<file path="config.mk">
export PLATFORM = sky130hd
export DESIGN_NAME = sha256_stream_hasher_flat
export DESIGN_NICKNAME = d
export VERILOG_FILES = /design/src/rtl/core/sha_pkg.sv /design/src/rtl/core/sha_in_if.sv /design/src/rtl/core/sha_out_if.sv /design/src/rtl/core/sha_ram.sv /design/src/rtl/core/sha_chain.sv /design/src/rtl/core/sha_round.sv /design/src/rtl/core/sha256_stream_hasher.sv /design/src/flat_wrapper.sv
export SDC_FILE = /design/constraint.sdc
export NUM_CORES = 2
export LEC_CHECK = 0
export ABC_CLOCK_PERIOD_IN_PS = 16700
export BUFFER_PORTS_ARGS = -buffer_cell sky130_fd_sc_hd__buf_2
export CORE_MARGIN = 2
export CORE_UTILIZATION = 60
export DETAILED_ROUTE_END_ITERATION = 8
export PLACE_DENSITY = 0.76
export SYNTH_ARGS = -nofsm -noshare
export SYNTH_HDL_FRONTEND = slang
export SYNTH_HIERARCHICAL = 1
export SYNTH_SLANG_ARGS = --single-unit
</file>
<file path="constraint.sdc">
create_clock -name clk -period 16.7 [get_ports clk]
set_clock_uncertainty 0.15 [all_clocks]
set_input_delay 1.67 -clock clk [delete_from_list [all_inputs] [get_ports clk]]
set_output_delay 1.67 -clock clk [all_outputs]
set_load 0.1 [all_outputs]
</file>
<file path="src/rtl/core/sha_pkg.sv">
// Shared types and constants of the SHA-256 stream hasher.
package sha_pkg;

	localparam int BLK_WORDS   = 16;
	localparam int CHAIN_WORDS = 8;
	localparam logic [7:0] PAD_MARK = 8'h80;
	localparam logic [5:0] LEN_POS  = 6'd56;

	// Round constants
	localparam logic [31:0] K_TABLE [64] = '{
		32'h428a2f98, 32'h71374491, 32'hb5c0fbcf, 32'he9b5dba5,
		32'h3956c25b, 32'h59f111f1, 32'h923f82a4, 32'hab1c5ed5,
		32'hd807aa98, 32'h12835b01, 32'h243185be, 32'h550c7dc3,
		32'h72be5d74, 32'h80deb1fe, 32'h9bdc06a7, 32'hc19bf174,
		32'he49b69c1, 32'hefbe4786, 32'h0fc19dc6, 32'h240ca1cc,
		32'h2de92c6f, 32'h4a7484aa, 32'h5cb0a9dc, 32'h76f988da,
		32'h983e5152, 32'ha831c66d, 32'hb00327c8, 32'hbf597fc7,
		32'hc6e00bf3, 32'hd5a79147, 32'h06ca6351, 32'h14292967,
		32'h27b70a85, 32'h2e1b2138, 32'h4d2c6dfc, 32'h53380d13,
		32'h650a7354, 32'h766a0abb, 32'h81c2c92e, 32'h92722c85,
		32'ha2bfe8a1, 32'ha81a664b, 32'hc24b8b70, 32'hc76c51a3,
		32'hd192e819, 32'hd6990624, 32'hf40e3585, 32'h106aa070,
		32'h19a4c116, 32'h1e376c08, 32'h2748774c, 32'h34b0bcb5,
		32'h391c0cb3, 32'h4ed8aa4a, 32'h5b9cca4f, 32'h682e6ff3,
		32'h748f82ee, 32'h78a5636f, 32'h84c87814, 32'h8cc70208,
		32'h90befffa, 32'ha4506ceb, 32'hbef9a3f7, 32'hc67178f2
	};

	// Initial hash values
	localparam logic [31:0] H_INIT [CHAIN_WORDS] = '{
		32'h6a09e667, 32'hbb67ae85, 32'h3c6ef372, 32'ha54ff53a,
		32'h510e527f, 32'h9b05688c, 32'h1f83d9ab, 32'h5be0cd19
	};

	// Requests to the chaining-word store
	typedef struct packed {
		logic       rd_en;
		logic [2:0] rd_addr;
		logic       wr_en;   // write back read data plus addend
		logic [2:0] wr_addr;
		logic       clr_en;  // drop the entry back to its initial value
		logic [2:0] clr_addr;
	} chain_req_t;

	// Control of the round datapath
	typedef struct packed {
		logic       shift;      // shift working words, chaining word in at the top
		logic       round;      // perform one compression round
		logic       from_block; // take the schedule word from the block store
		logic [5:0] rnd;        // round number
	} rnd_ctrl_t;

endpackage

</file>
<file path="src/rtl/core/sha_in_if.sv">
// Message byte channel.
interface sha_in_if;
	logic       valid;
	logic       ready;
	logic [7:0] data_byte;
	logic       byte_present;
	logic       end_of_message;

	modport source (output valid, output data_byte, output byte_present,
		output end_of_message, input ready);
	modport sink (input valid, input data_byte, input byte_present,
		input end_of_message, output ready);
endinterface

</file>
<file path="src/rtl/core/sha_out_if.sv">
// Digest word channel.
interface sha_out_if;
	logic        valid;
	logic        ready;
	logic [31:0] digest_word;
	logic [2:0]  word_index;
	logic        last_word;

	modport source (output valid, output digest_word, output word_index,
		output last_word, input ready);
	modport sink (input valid, input digest_word, input word_index,
		input last_word, output ready);
endinterface

</file>
<file path="src/rtl/core/sha_ram.sv">
// Generic simple dual-port RAM with registered read.
module sha_ram #(
	parameter int WIDTH = 32,
	parameter int DEPTH = 16
) (
	input  logic                     clk,
	input  logic                     we,
	input  logic [$clog2(DEPTH)-1:0] waddr,
	input  logic [WIDTH-1:0]         wdata,
	input  logic                     re,
	input  logic [$clog2(DEPTH)-1:0] raddr,
	output logic [WIDTH-1:0]         rdata
);

	logic [WIDTH-1:0] mem [DEPTH];

	// Write port
	always_ff @(posedge clk) begin
		if (we) begin
			mem[waddr] <= wdata;
		end
	end

	// Registered read port; hold data when idle
	always_ff @(posedge clk) begin
		if (re) begin
			rdata <= mem[raddr];
		end
	end

endmodule

</file>
<file path="src/rtl/core/sha_chain.sv">
// Chaining-word store: RAM with per-entry valid bits and read-modify-write add.
module sha_chain import sha_pkg::*; (
	input  logic        clk,
	input  logic        arst_n,
	input  chain_req_t  req,
	input  logic [31:0] addend,
	output logic [31:0] rdata
);

	logic [CHAIN_WORDS-1:0] valid_q;
	logic                   rd_ok_q;
	logic [2:0]             rd_addr_q;
	logic [31:0]            ram_rdata;
	logic [31:0]            wdata;

	// Add working word to the value read in the previous cycle
	assign wdata = rdata + addend;

	sha_ram #(
		.WIDTH (32),
		.DEPTH (CHAIN_WORDS)
	) u_ram (
		.clk   (clk),
		.we    (req.wr_en),
		.waddr (req.wr_addr),
		.wdata (wdata),
		.re    (req.rd_en),
		.raddr (req.rd_addr),
		.rdata (ram_rdata)
	);

	// Track written entries; an unwritten entry reads as its initial value
	always_ff @(posedge clk or negedge arst_n) begin
		if (!arst_n) begin
			valid_q   <= '0;
			rd_ok_q   <= 1'b0;
			rd_addr_q <= '0;
		end else begin
			if (req.wr_en) begin
				valid_q[req.wr_addr] <= 1'b1;
			end
			if (req.clr_en) begin
				valid_q[req.clr_addr] <= 1'b0;
			end
			if (req.rd_en) begin
				rd_ok_q   <= valid_q[req.rd_addr];
				rd_addr_q <= req.rd_addr;
			end
		end
	end

	assign rdata = rd_ok_q ? ram_rdata : H_INIT[rd_addr_q];

endmodule

</file>
<file path="src/rtl/core/sha_round.sv">
// Compression round datapath: working words, schedule window and round step.
module sha_round import sha_pkg::*; (
	input  logic        clk,
	input  rnd_ctrl_t   ctrl,
	input  logic [31:0] chain_word,
	input  logic [31:0] blk_word,
	output logic [31:0] head
);

	function automatic logic [31:0] bsig0(input logic [31:0] x);
		return {x[1:0], x[31:2]} ^ {x[12:0], x[31:13]} ^ {x[21:0], x[31:22]};
	endfunction

	function automatic logic [31:0] bsig1(input logic [31:0] x);
		return {x[5:0], x[31:6]} ^ {x[10:0], x[31:11]} ^ {x[24:0], x[31:25]};
	endfunction

	function automatic logic [31:0] ssig0(input logic [31:0] x);
		return {x[6:0], x[31:7]} ^ {x[17:0], x[31:18]} ^ (x >> 3);
	endfunction

	function automatic logic [31:0] ssig1(input logic [31:0] x);
		return {x[16:0], x[31:17]} ^ {x[18:0], x[31:19]} ^ (x >> 10);
	endfunction

	logic [31:0] v_q   [8];
	logic [31:0] sch_q [BLK_WORDS];
	logic [31:0] w;
	logic [31:0] ch;
	logic [31:0] mj;
	logic [31:0] t1;
	logic [31:0] t2;

	// Schedule word and round terms
	always_comb begin
		if (ctrl.from_block) begin
			w = blk_word;
		end else begin
			w = sch_q[0] + ssig0(sch_q[1]) + sch_q[9] + ssig1(sch_q[14]);
		end
		ch = (v_q[4] & v_q[5]) ^ (~v_q[4] & v_q[6]);
		mj = (v_q[0] & v_q[1]) ^ (v_q[0] & v_q[2]) ^ (v_q[1] & v_q[2]);
		t1 = v_q[7] + bsig1(v_q[4]) + ch + K_TABLE[ctrl.rnd] + w;
		t2 = bsig0(v_q[0]) + mj;
	end

	// Advance working words
	always_ff @(posedge clk) begin
		if (ctrl.shift) begin
			for (int k = 0; k < 7; k++) begin
				v_q[k] <= v_q[k+1];
			end
			v_q[7] <= chain_word;
		end else if (ctrl.round) begin
			v_q[0] <= t1 + t2;
			v_q[1] <= v_q[0];
			v_q[2] <= v_q[1];
			v_q[3] <= v_q[2];
			v_q[4] <= v_q[3] + t1;
			v_q[5] <= v_q[4];
			v_q[6] <= v_q[5];
			v_q[7] <= v_q[6];
		end
	end

	// Slide the schedule window once per round
	always_ff @(posedge clk) begin
		if (ctrl.round) begin
			for (int k = 0; k < BLK_WORDS - 1; k++) begin
				sch_q[k] <= sch_q[k+1];
			end
			sch_q[BLK_WORDS-1] <= w;
		end
	end

	assign head = v_q[0];

endmodule

</file>
<file path="src/rtl/core/sha256_stream_hasher.sv">
// Byte intake: one byte per cycle while idle; each full block is then compressed: chaining-word
// load, 64 rounds, then write-back through the store port.
// End of message: padding at one byte per cycle up to the block end, one or two compressions,
// then eight digest words, read one at a time from the chaining store's read port and held until taken.
// Reset clears all control; the chaining store reads as the initial hash values through
// per-entry valid bits, so no clearing pass is needed.
module sha256_stream_hasher import sha_pkg::*; (
	input  logic        clk,
	input  logic        arst_n,
	sha_in_if.sink      msg,
	sha_out_if.source   digest
);

	localparam logic [2:0] S_IDLE  = 3'd0;
	localparam logic [2:0] S_PAD   = 3'd1;
	localparam logic [2:0] S_LOAD  = 3'd2;
	localparam logic [2:0] S_ROUND = 3'd3;
	localparam logic [2:0] S_ADD   = 3'd4;
	localparam logic [2:0] S_ORD   = 3'd5;
	localparam logic [2:0] S_OCAP  = 3'd6;

	logic [2:0]  state_q;
	logic [5:0]  cnt_q;
	logic [5:0]  fill_q;
	logic [23:0] wbuf_q;
	logic [63:0] bits_q;
	logic        pad_q;
	logic        mark_q;
	logic        len_q;
	logic        final_q;
	logic [2:0]  oidx_q;
	logic        out_valid_q;
	logic [31:0] out_word_q;
	logic [2:0]  out_idx_q;
	logic        out_last_q;

	logic        in_take;
	logic        len_byte;
	logic [7:0]  pad_byte;
	logic        push_en;
	logic [7:0]  push_val;
	logic        blk_we;
	logic        blk_re;
	logic [3:0]  blk_raddr;
	logic [31:0] blk_rdata;
	logic        cap;
	chain_req_t  chain_req;
	rnd_ctrl_t   rnd_ctrl;
	logic [31:0] chain_rdata;
	logic [31:0] head;

	assign msg.ready = (state_q == S_IDLE);
	assign in_take   = msg.valid && msg.ready;

	// Padding byte: mark, zeros, then the big-endian bit length
	always_comb begin
		len_byte = !mark_q && (len_q || fill_q == LEN_POS);
		if (mark_q) begin
			pad_byte = PAD_MARK;
		end else if (len_byte) begin
			pad_byte = bits_q[{~fill_q[2:0], 3'b000} +: 8];
		end else begin
			pad_byte = 8'h00;
		end
	end

	// Byte path into the block store
	assign push_en  = (state_q == S_PAD) || (in_take && msg.byte_present);
	assign push_val = (state_q == S_PAD) ? pad_byte : msg.data_byte;
	assign blk_we   = push_en && (fill_q[1:0] == 2'b11);

	// Block words are fetched in the cycle before their round
	assign blk_re    = ((state_q == S_LOAD) && (cnt_q == 6'd8)) ||
		((state_q == S_ROUND) && (cnt_q < 6'd15));
	assign blk_raddr = (state_q == S_LOAD) ? 4'd0 : cnt_q[3:0] + 4'd1;

	sha_ram #(
		.WIDTH (32),
		.DEPTH (BLK_WORDS)
	) u_blk_ram (
		.clk   (clk),
		.we    (blk_we),
		.waddr (fill_q[5:2]),
		.wdata ({wbuf_q, push_val}),
		.re    (blk_re),
		.raddr (blk_raddr),
		.rdata (blk_rdata)
	);

	assign cap = (state_q == S_OCAP) && (!out_valid_q || digest.ready);

	// Chaining store accesses and round control
	always_comb begin
		chain_req          = '0;
		rnd_ctrl           = '0;
		rnd_ctrl.rnd       = cnt_q;
		rnd_ctrl.from_block = (cnt_q < 6'd16);
		case (state_q)
			S_LOAD: begin
				chain_req.rd_en   = (cnt_q < 6'd8);
				chain_req.rd_addr = cnt_q[2:0];
				rnd_ctrl.shift    = (cnt_q != 6'd0);
			end
			S_ROUND: begin
				rnd_ctrl.round = 1'b1;
			end
			S_ADD: begin
				chain_req.rd_en   = (cnt_q < 6'd8);
				chain_req.rd_addr = cnt_q[2:0];
				chain_req.wr_en   = (cnt_q != 6'd0);
				chain_req.wr_addr = cnt_q[2:0] - 3'd1;
				rnd_ctrl.shift    = (cnt_q != 6'd0);
			end
			S_ORD: begin
				chain_req.rd_en   = 1'b1;
				chain_req.rd_addr = oidx_q;
			end
			S_OCAP: begin
				chain_req.clr_en   = cap;
				chain_req.clr_addr = oidx_q;
			end
			default: begin
				chain_req = '0;
			end
		endcase
	end

	sha_chain u_chain (
		.clk    (clk),
		.arst_n (arst_n),
		.req    (chain_req),
		.addend (head),
		.rdata  (chain_rdata)
	);

	sha_round u_round (
		.clk        (clk),
		.ctrl       (rnd_ctrl),
		.chain_word (chain_rdata),
		.blk_word   (blk_rdata),
		.head       (head)
	);

	// Sequencer
	always_ff @(posedge clk or negedge arst_n) begin
		if (!arst_n) begin
			state_q     <= S_IDLE;
			cnt_q       <= '0;
			fill_q      <= '0;
			bits_q      <= '0;
			pad_q       <= 1'b0;
			mark_q      <= 1'b0;
			len_q       <= 1'b0;
			final_q     <= 1'b0;
			oidx_q      <= '0;
			out_valid_q <= 1'b0;
		end else begin
			if (push_en) begin
				fill_q <= fill_q + 6'd1;
			end

			// Hold a digest word until its transfer
			if (cap) begin
				out_valid_q <= 1'b1;
			end else if (digest.ready) begin
				out_valid_q <= 1'b0;
			end

			case (state_q)
				S_IDLE: begin
					if (in_take) begin
						if (msg.byte_present) begin
							bits_q <= bits_q + 64'd8;
						end
						if (msg.byte_present && fill_q == 6'd63) begin
							state_q <= S_LOAD;
							cnt_q   <= '0;
							pad_q   <= msg.end_of_message;
							mark_q  <= msg.end_of_message;
						end else if (msg.end_of_message) begin
							state_q <= S_PAD;
							pad_q   <= 1'b1;
							mark_q  <= 1'b1;
						end
					end
				end
				S_PAD: begin
					if (mark_q) begin
						mark_q <= 1'b0;
					end else if (fill_q == LEN_POS) begin
						len_q <= 1'b1;
					end
					if (fill_q == 6'd63) begin
						state_q <= S_LOAD;
						cnt_q   <= '0;
						if (len_byte) begin
							final_q <= 1'b1;
						end
					end
				end
				S_LOAD: begin
					cnt_q <= cnt_q + 6'd1;
					if (cnt_q == 6'd8) begin
						state_q <= S_ROUND;
						cnt_q   <= '0;
					end
				end
				S_ROUND: begin
					cnt_q <= cnt_q + 6'd1;
					if (cnt_q == 6'd63) begin
						state_q <= S_ADD;
					end
				end
				S_ADD: begin
					cnt_q <= cnt_q + 6'd1;
					if (cnt_q == 6'd8) begin
						cnt_q <= '0;
						if (final_q) begin
							state_q <= S_ORD;
							oidx_q  <= '0;
						end else if (pad_q) begin
							state_q <= S_PAD;
						end else begin
							state_q <= S_IDLE;
						end
					end
				end
				S_ORD: begin
					state_q <= S_OCAP;
				end
				S_OCAP: begin
					if (cap) begin
						if (oidx_q == 3'd7) begin
							state_q <= S_IDLE;
							pad_q   <= 1'b0;
							final_q <= 1'b0;
							len_q   <= 1'b0;
							bits_q  <= '0;
						end else begin
							oidx_q  <= oidx_q + 3'd1;
							state_q <= S_ORD;
						end
					end
				end
				default: begin
					state_q <= S_IDLE;
				end
			endcase
		end
	end

	// Byte assembly and output payload
	always_ff @(posedge clk) begin
		if (push_en) begin
			wbuf_q <= {wbuf_q[15:0], push_val};
		end
		if (cap) begin
			out_word_q <= chain_rdata;
			out_idx_q  <= oidx_q;
			out_last_q <= (oidx_q == 3'd7);
		end
	end

	assign digest.valid       = out_valid_q;
	assign digest.digest_word = out_word_q;
	assign digest.word_index  = out_idx_q;
	assign digest.last_word   = out_last_q;

`ifndef SYNTHESIS
	// Compression only ever starts on a block boundary
	a_blk_boundary: assert property (@(posedge clk) disable iff (!arst_n)
		(state_q == S_LOAD || state_q == S_ROUND) |-> (fill_q == 6'd0))
		else $error("compression running with a partly filled block");

	// Length bytes occupy the last eight places of the block
	a_len_place: assert property (@(posedge clk) disable iff (!arst_n)
		(state_q == S_PAD && len_q) |-> (fill_q[5:3] == 3'b111))
		else $error("length byte outside the block tail");

	// The last flag marks the eighth digest word only
	a_last_flag: assert property (@(posedge clk) disable iff (!arst_n)
		digest.valid |-> (digest.last_word == (digest.word_index == 3'd7)))
		else $error("last flag does not match word index");
`endif

endmodule
</file>
<file path="src/flat_wrapper.sv">
// flat-port wrapper written by rule: the top's interface ports become plain ports
module sha256_stream_hasher_flat import sha_pkg::*;
  (clk, arst_n, msg_valid, msg_data_byte, msg_byte_present, msg_end_of_message, msg_ready, digest_valid, digest_digest_word, digest_word_index, digest_last_word, digest_ready);
  sha_in_if msg_i ();
  sha_out_if digest_i ();
  input  logic clk;
  input  logic arst_n;
  input wire logic [$bits(msg_i.valid)-1:0] msg_valid;
  input wire logic [$bits(msg_i.data_byte)-1:0] msg_data_byte;
  input wire logic [$bits(msg_i.byte_present)-1:0] msg_byte_present;
  input wire logic [$bits(msg_i.end_of_message)-1:0] msg_end_of_message;
  output wire logic [$bits(msg_i.ready)-1:0] msg_ready;
  output wire logic [$bits(digest_i.valid)-1:0] digest_valid;
  output wire logic [$bits(digest_i.digest_word)-1:0] digest_digest_word;
  output wire logic [$bits(digest_i.word_index)-1:0] digest_word_index;
  output wire logic [$bits(digest_i.last_word)-1:0] digest_last_word;
  input wire logic [$bits(digest_i.ready)-1:0] digest_ready;
  assign msg_i.valid = msg_valid;
  assign msg_i.data_byte = msg_data_byte;
  assign msg_i.byte_present = msg_byte_present;
  assign msg_i.end_of_message = msg_end_of_message;
  assign msg_ready = msg_i.ready;
  assign digest_valid = digest_i.valid;
  assign digest_digest_word = digest_i.digest_word;
  assign digest_word_index = digest_i.word_index;
  assign digest_last_word = digest_i.last_word;
  assign digest_i.ready = digest_ready;
  sha256_stream_hasher u_core (.clk(clk), .arst_n(arst_n), .msg(msg_i), .digest(digest_i));
endmodule
</file>
### Yosys cells after proc, flatten, opt, wreduce, memory -nomap -nowiden

Memories as Yosys holds them, arrays and structs flattened. A register that Yosys moved wholly into a read port is not among the register bits.
Cells that the tools add are included.

| cells by class | value |
|---|---|
| $add $sub $neg | 17 |
| $lt $le $gt $ge | 10 |
| equality and inequality tests | 27 |
| shifts and indexed selects | 1 |
| multiplexer cells | 83 |
| bitwise gates (word level) | 31 |
| reductions and logical operators | 33 |

Operators with widths:

| cell | number |
|---|---|
| 2-to-1 mux 32 bit | 14 |
| adder 32 bit | 11 |
| bitwise XOR 32 bit | 9 |
| 2-to-1 mux 64 bit | 4 |
| AND 32 bit | 5 |
| one-hot mux 64 bit (2 select lines) | 1 |
| adder 64 x 4 -> 64 bit (second input constant) | 1 |
| variable part select 64 x 7 -> 8 bit | 1 |
| 2-to-1 mux 3 bit | 14 |
| 2-to-1 mux 8 bit | 5 |
| inverter 32 bit | 1 |
| bitwise XOR 32 x 22 -> 32 bit | 1 |
| bitwise XOR 32 x 29 -> 32 bit | 1 |
| 2-to-1 mux 1 bit | 27 |
| AND reduction 5 bit | 5 |
| 2-to-1 mux 6 bit | 4 |
| one-hot mux 6 bit (4 select lines) | 1 |
| one-hot mux 3 bit (7 select lines) | 1 |
| equality test 6 bit (second input constant) | 3 |
| inequality test 2 bit (second input constant) | 9 |
| adder 6 x 1 -> 6 bit (second input constant) | 2 |
| equality test 3 bit (second input constant) | 4 |
| < comparator 3 x 4 -> 1 bit (second input constant) | 3 |
| < comparator 6 x 4 -> 1 bit (second input constant) | 2 |
| other kinds (37) | 73 |

| storage, ports and cells | value |
|---|---|
| register bits after elaboration | 159 |
| bits in writable memories | 1,536 |
| ROM bits | 2,304 |
| input bits | 14 |
| output and inout port bits | 38 |
| word-level logic and storage cells | 225 |
| memories | 6 |

Memories:

| memory | words | width | read ports | clocked after memory_dff | write ports | RTL line | text |
|---|---|---|---|---|---|---|---|
| (name not given) | 64 | 32 | 1 | 0 | 0 | sha_round.sv:43 | `t1 = v_q[7] + bsig1(v_q[4]) + ch + K_TABLE[ctrl.rnd] + w;` |
| u_core.u_blk_ram.mem | 16 | 32 | 1 | 1 | 1 | sha_ram.sv:15 | `logic [WIDTH-1:0] mem [DEPTH];` |
| u_core.u_round.sch_q | 16 | 32 | 16 | 0 | 16 | sha_round.sv:27 | `logic [31:0] sch_q [BLK_WORDS];` |
| (name not given) | 8 | 32 | 1 | 0 | 0 | sha_chain.sv:52 | `assign rdata = rd_ok_q ? ram_rdata : H_INIT[rd_addr_q];` |
| u_core.u_chain.u_ram.mem | 8 | 32 | 1 | 1 | 1 | sha_ram.sv:15 |  |
| u_core.u_round.v_q | 8 | 32 | 8 | 0 | 8 | sha_round.sv:26 | `logic [31:0] v_q [8];` |

### Depth between registers and ports, before layout

| logic depth | value |
|---|---|
| depth in word-level cells | 11 |
| gate-level depth with buffers | 47 |
| mapped depth without buffers | 46 |

### Hierarchy

The synthesis kept the hierarchy.

Modules (own cells, without submodules):

| module | times used | cells each | area an instance (um^2) | seq. area each (um^2) |
|---|---|---|---|---|
| sha_round | 1 | 3,681 | 43,236.5 | 23,062.1 |
| sha_ram at u_core.u_blk_ram | 1 | 838 | 20,155.6 | 16,335.7 |
| sha_ram at u_core.u_chain.u_ram | 1 | 415 | 10,786.6 | 8,648.3 |
| sha256_stream_hasher | 1 | 681 | 7,424.6 | 3,903.7 |
| sha_chain | 1 | 414 | 2,961.6 | 300.3 |

### Worst setup path after synthesis

No wires, ideal clock.

| timing path | value |
|---|---|
| path kind | register to register |
| from | reg u_core.state_q[2] |
| to | mem u_core.u_round.v_q[0][0] (enable) |
| library setup time | 0.511 ns |
| data arrival time | 14.693 ns |
| required time | 16.039 ns |
| slack | 1.346 ns |
| stages on the path, launching flop included | 7 |
| path buffers | 2 |
| period minus slack after synthesis | 15.354 ns |
| path through | dfrtp_1 buf_2 clkbuf_1 nor2b_1 nand2_1 inv_1 or2_2 |

RTL lines:

| element | RTL line | text |
|---|---|---|
| start, declared | sha256_stream_hasher.sv:22 | `logic [2:0] state_q;` |
| start signal, assigned | sha256_stream_hasher.sv:147 | `state_q <= S_IDLE;` |
| start signal, assigned | sha256_stream_hasher.sv:176 | `state_q <= S_LOAD;` |
| start signal, assigned | sha256_stream_hasher.sv:181 | `state_q <= S_PAD;` |
| end, declared | sha_round.sv:26 |  |

==> key figures <==
Timing
  – Final period utilization: 67.9%
  – Hold Vio Cnt, Final: 0
  – Post-route setup TNS: 0 ns
  – WHS: 0.241 ns
  – Slew margin rel.: a little over an eighth
  – Fmax: 0.0882 GHz
  – Final worst setup slack: 5.37 ns
  – Finish-stage setup viols: 0
  – Post-layout min period: roughly 11 ns
  – Worst-margin pin slew: 1.29 ns
  – Count of pins over their slew limit: 0
  – RSZ-0062 raised after global routing: false

Logic synthesis
  – Mapped Nets: 6427
  – Avg Inst Size Synth: between 10 and 15 um^2
  – Post-synth ARST share: 5.47%
  – Main synth FF type: edfxtp_1
  – Post-synth top area share: 58.9%
  – Post-Synthesis Cells: 6029
  – Synth Cell Area: around 0.085 mm^2
  – Dominant cell type by area after synthesis: edfxtp_1
  – Post-synth EDFFs: 1660
  – Seq/Total Area, Yosys: 61.8%
  – Synth area leaders: edfxtp_1 59%, mux4_2 4.6%, fa_1 4.5%
  – Synth warn: 6
  – #FFs+latches synth: 1756
  – Netlist cell types: 101

Worst hold path
  – Hold WC Path Type: flip-flop to flip-flop

Drt
  – Met3 WL: 22700 um
  – DR top layer: met5
  – Met1 wire length: 87700 um
  – Drt first-iter violations: between 6k and 7k
  – Vias/cell: 6.35
  – Antenna Nets Post-Route: 0
  – DR pass1 iterations: 8
  – Met2 WL: 102000 um
  – Routed len/inst: 27.3 um
  – DR vias: 51.1k
  – DRT Wirelength: 220000 um
  – Drt drc: 0

Placement
  – Port bufs: just over 50
  – Pre-CTS setup slack: around 5.5 ns
  – Routability Congestion: 0.991
  – Final HPWL DP: 144000 um
  – Placed cell count: 7716

Global route
  – First-pass GRT wire length: 323000 um
  – Vias in the first global route: 49.9k
  – GR Util All Layers: a little under a third
  – Antenna violations before repair: 10
  – Gr ovfl total: 0
  – Largest net degree at the start of global routing: approximately 130

Critical path
  – Critical Path Start Type: flip-flop
  – End of the critical path: u_core/u_round/v_q[0][31]
  – Delay of the slowest cell on the worst path: 0.60 ns
  – Arrival time worst endpoint: 11.85 ns
  – Slowest library cell on the worst path: a31oi_1
  – CP endpoint kind: flip-flop
  – CP Max Fanout: 6
  – Critical Path Most Common Cell: inv_1
  – Worst path bufs/invs: 7
  – Levels on crit path: 42
  – Crit path max-delay family: compound AO/OA/AOI/OAI gates
  – Crit Path Class: flip-flop to flip-flop
  – Worst r2r src: u_core/u_round/sch_q[1][221]
  – R2R setup slack: 5.37 ns
  – Reg2Reg Depth: 42
  – Worst setup path startpoint: u_core/u_round/sch_q[1][221]
  – Required time of the critical path: 17.22 ns
  – Worst R2R End: u_core/u_round/v_q[0][31]

Clock tree
  – Postcts setup bufs: 0
  – Resize count post-CTS: 0
  – CTS tree: built
  – Clock slew at reported path FFs: 0.06 ns
  – Clock Tree Buf Depth: 3
  – CTS Buf Count: 176
  – H-tree levels: 4
  – CTS Hold Bufs: 0
  – Skew-Pair Late Insertion Delay: 0.84 ns
  – Root Driver: clkbuf_16
  – Clk sink count: 1756

Floorplan
  – Chip width: 379 um
  – Core Rows: 137
  – Initial core utilization: 60.5%
  – Core Region: roughly 0.14 mm^2
  – # IOs: 52
  – Die area: 0.144 mm^2
  – Die height: 379 um

Pwr
  – PwrDens: between 90 and 100 mW/mm^2
  – Leak pwr: 31.8 nW
  – Peak supply drop: roughly 0.11 mV

Cells and area
  – Fill count: between 9k and 10k
  – Area grow syn2layout: 9.55%
  – Share of cells above drive strength 1: 13.1%
  – Final net count: 6416
  – Layout Utilization: 66.3%
  – Non-Filler Instances: 8044

Run
  – Maxcap violations: 0

Status
  – Status: complete, no violations
[report_power, final]
group | leakage, nW | switching [W] | internal, W
combinational | 13.9 | 0.00000624 | 0.00000166
clock | 2.89 | 0.00174 | 0.00233
sequential | 15.0 | 0.0000000000000000000222 | 0.00474
[synth_stat cells (32+ instances only)]
cell type	n
edfxtp_1	1660
nand2_1	718
inv_1	379
o21ai_0	281
xnor2_1	266
a21oi_1	248
nor2_1	226
clkbuf_1	199
ha_1	195
fa_1	189
mux4_2	173
xor2_1	137
mux2_2	128
a21o_1	118
dfrtp_1	96
a22oi_1	68
nand3_1	67
nor3_1	59
o31ai_1	50
buf_4	44
mux4_1	42
a31oi_1	41
nand2b_1	41
buf_1	40
nor2b_1	36
mux2i_1	32
or3_1	32
[registers in the layout, summed over array words and instances (netlist names), 24 cells and up]
name                        cells
u_core/u_blk_ram/rdata         32
u_core/u_blk_ram/mem          512
u_core/digest.digest_word      32
u_core/u_chain/u_ram/rdata     32
u_core/u_chain/u_ram/mem      256
u_core/wbuf_q                  24
u_core/u_round/sch_q          512
u_core/bits_q                  61
u_core/u_round/v_q            256
[through the flow]
step,total power (W),cell area (um^2)
4_1_cts,0.00889,92600
3_5_place_dp,0.00485,86600
3_3_place_gp,0.00485,86600
2_1_floorplan,0.00484,84600
6_report,0.00882,92600
5_1_grt,0.00904,92600
[area by class of cell]
class	count	area (um^2)	share of cell area, %
clock buffers	201	4520	4.88
well taps	1876	2350	2.53
diodes	3	7.51	0.00810
multi-input cells	3564	29700	32.0
flip-flops and latches	1756	52300	56.4
inverters	382	1440	1.56
clock inverters	124	1500	1.62
repair buffers	138	911	0.983
[how the worst min path moves through the flow]
| stage | from | to | slack (ns) | cells after the start |
|---|---|---|---|---|
| after floorplan | u_core/u_round/sch_q[0][132] | u_core/u_round/sch_q[0][100] | 0.25 | 0 |
| final | u_core/u_round/sch_q[1][249] | u_core/u_round/sch_q[1][217] | 0.24 | 0 |
| after global placement | u_core/u_round/sch_q[1][126] | u_core/u_round/sch_q[1][94] | 0.25 | 0 |
| after global routing | u_core/u_round/sch_q[1][117] | u_core/u_round/sch_q[1][85] | 0.26 | 0 |
| after CTS | u_core/u_round/sch_q[1][231] | u_core/u_round/sch_q[1][199] | 0.24 | 0 |
| after detailed placement | u_core/u_round/sch_q[0][147] | u_core/u_round/sch_q[0][115] | 0.25 | 0 |
[worst register-to-register path, delay by kind of cell (launching register included)]
kind | cells | cell delay (ns)
DFF | 1 | 0.57
adders and majority gates | 9 | 3.76
xor gates and xnor gates | 6 | 1.42
AOI/OAI and AO/OA | 15 | 3.81
and+or+nand+nor | 5 | 0.90
buffers and inverters | 7 | 0.57
[logic make-up after synthesis]
logic type	after synthesis	synth area share, %
AOI/OAI and AO/OA	1050	7.87
xor gates and xnor gates	404	4.20
adders and majority gates	386	7.38
buffers and inverters	709	3.51
DFF	1756	61.8
muxes	375	8.00
and+or+nand+nor	1349	7.25
[placed cells by master (no fill, tap or decap), drive strengths merged, types with 21 or more instances in the layout]
cell type	n
o31ai	50
or3	33
bufinv	23
xor2	137
inv	387
a21o	118
and2	24
nand2	718
mux2i	32
nor3	59
xnor2	266
buf	138
nand3	68
edfxtp	1660
or4	21
a21oi	253
mux4	215
nor2b	36
dfrtp	96
clkbuf	201
ha	195
fa	189
o21bai	28
mux2	128
clkinv	82
o211ai	22
and3	28
o21a	25
nor2	226
a22oi	68
a31oi	41
nand2b	41
a211oi	32
nand4	34
o21ai	301
[routing by layer]
metal / vias up / GRT usage, %
met1: 25737 / 44.8
met4: 10 / 10.2
met3: 431 / 5.76
met2: 2747 / 47.5
li1: 22187 / -
met5: - / 0
(Power assumes the default switching activity.)
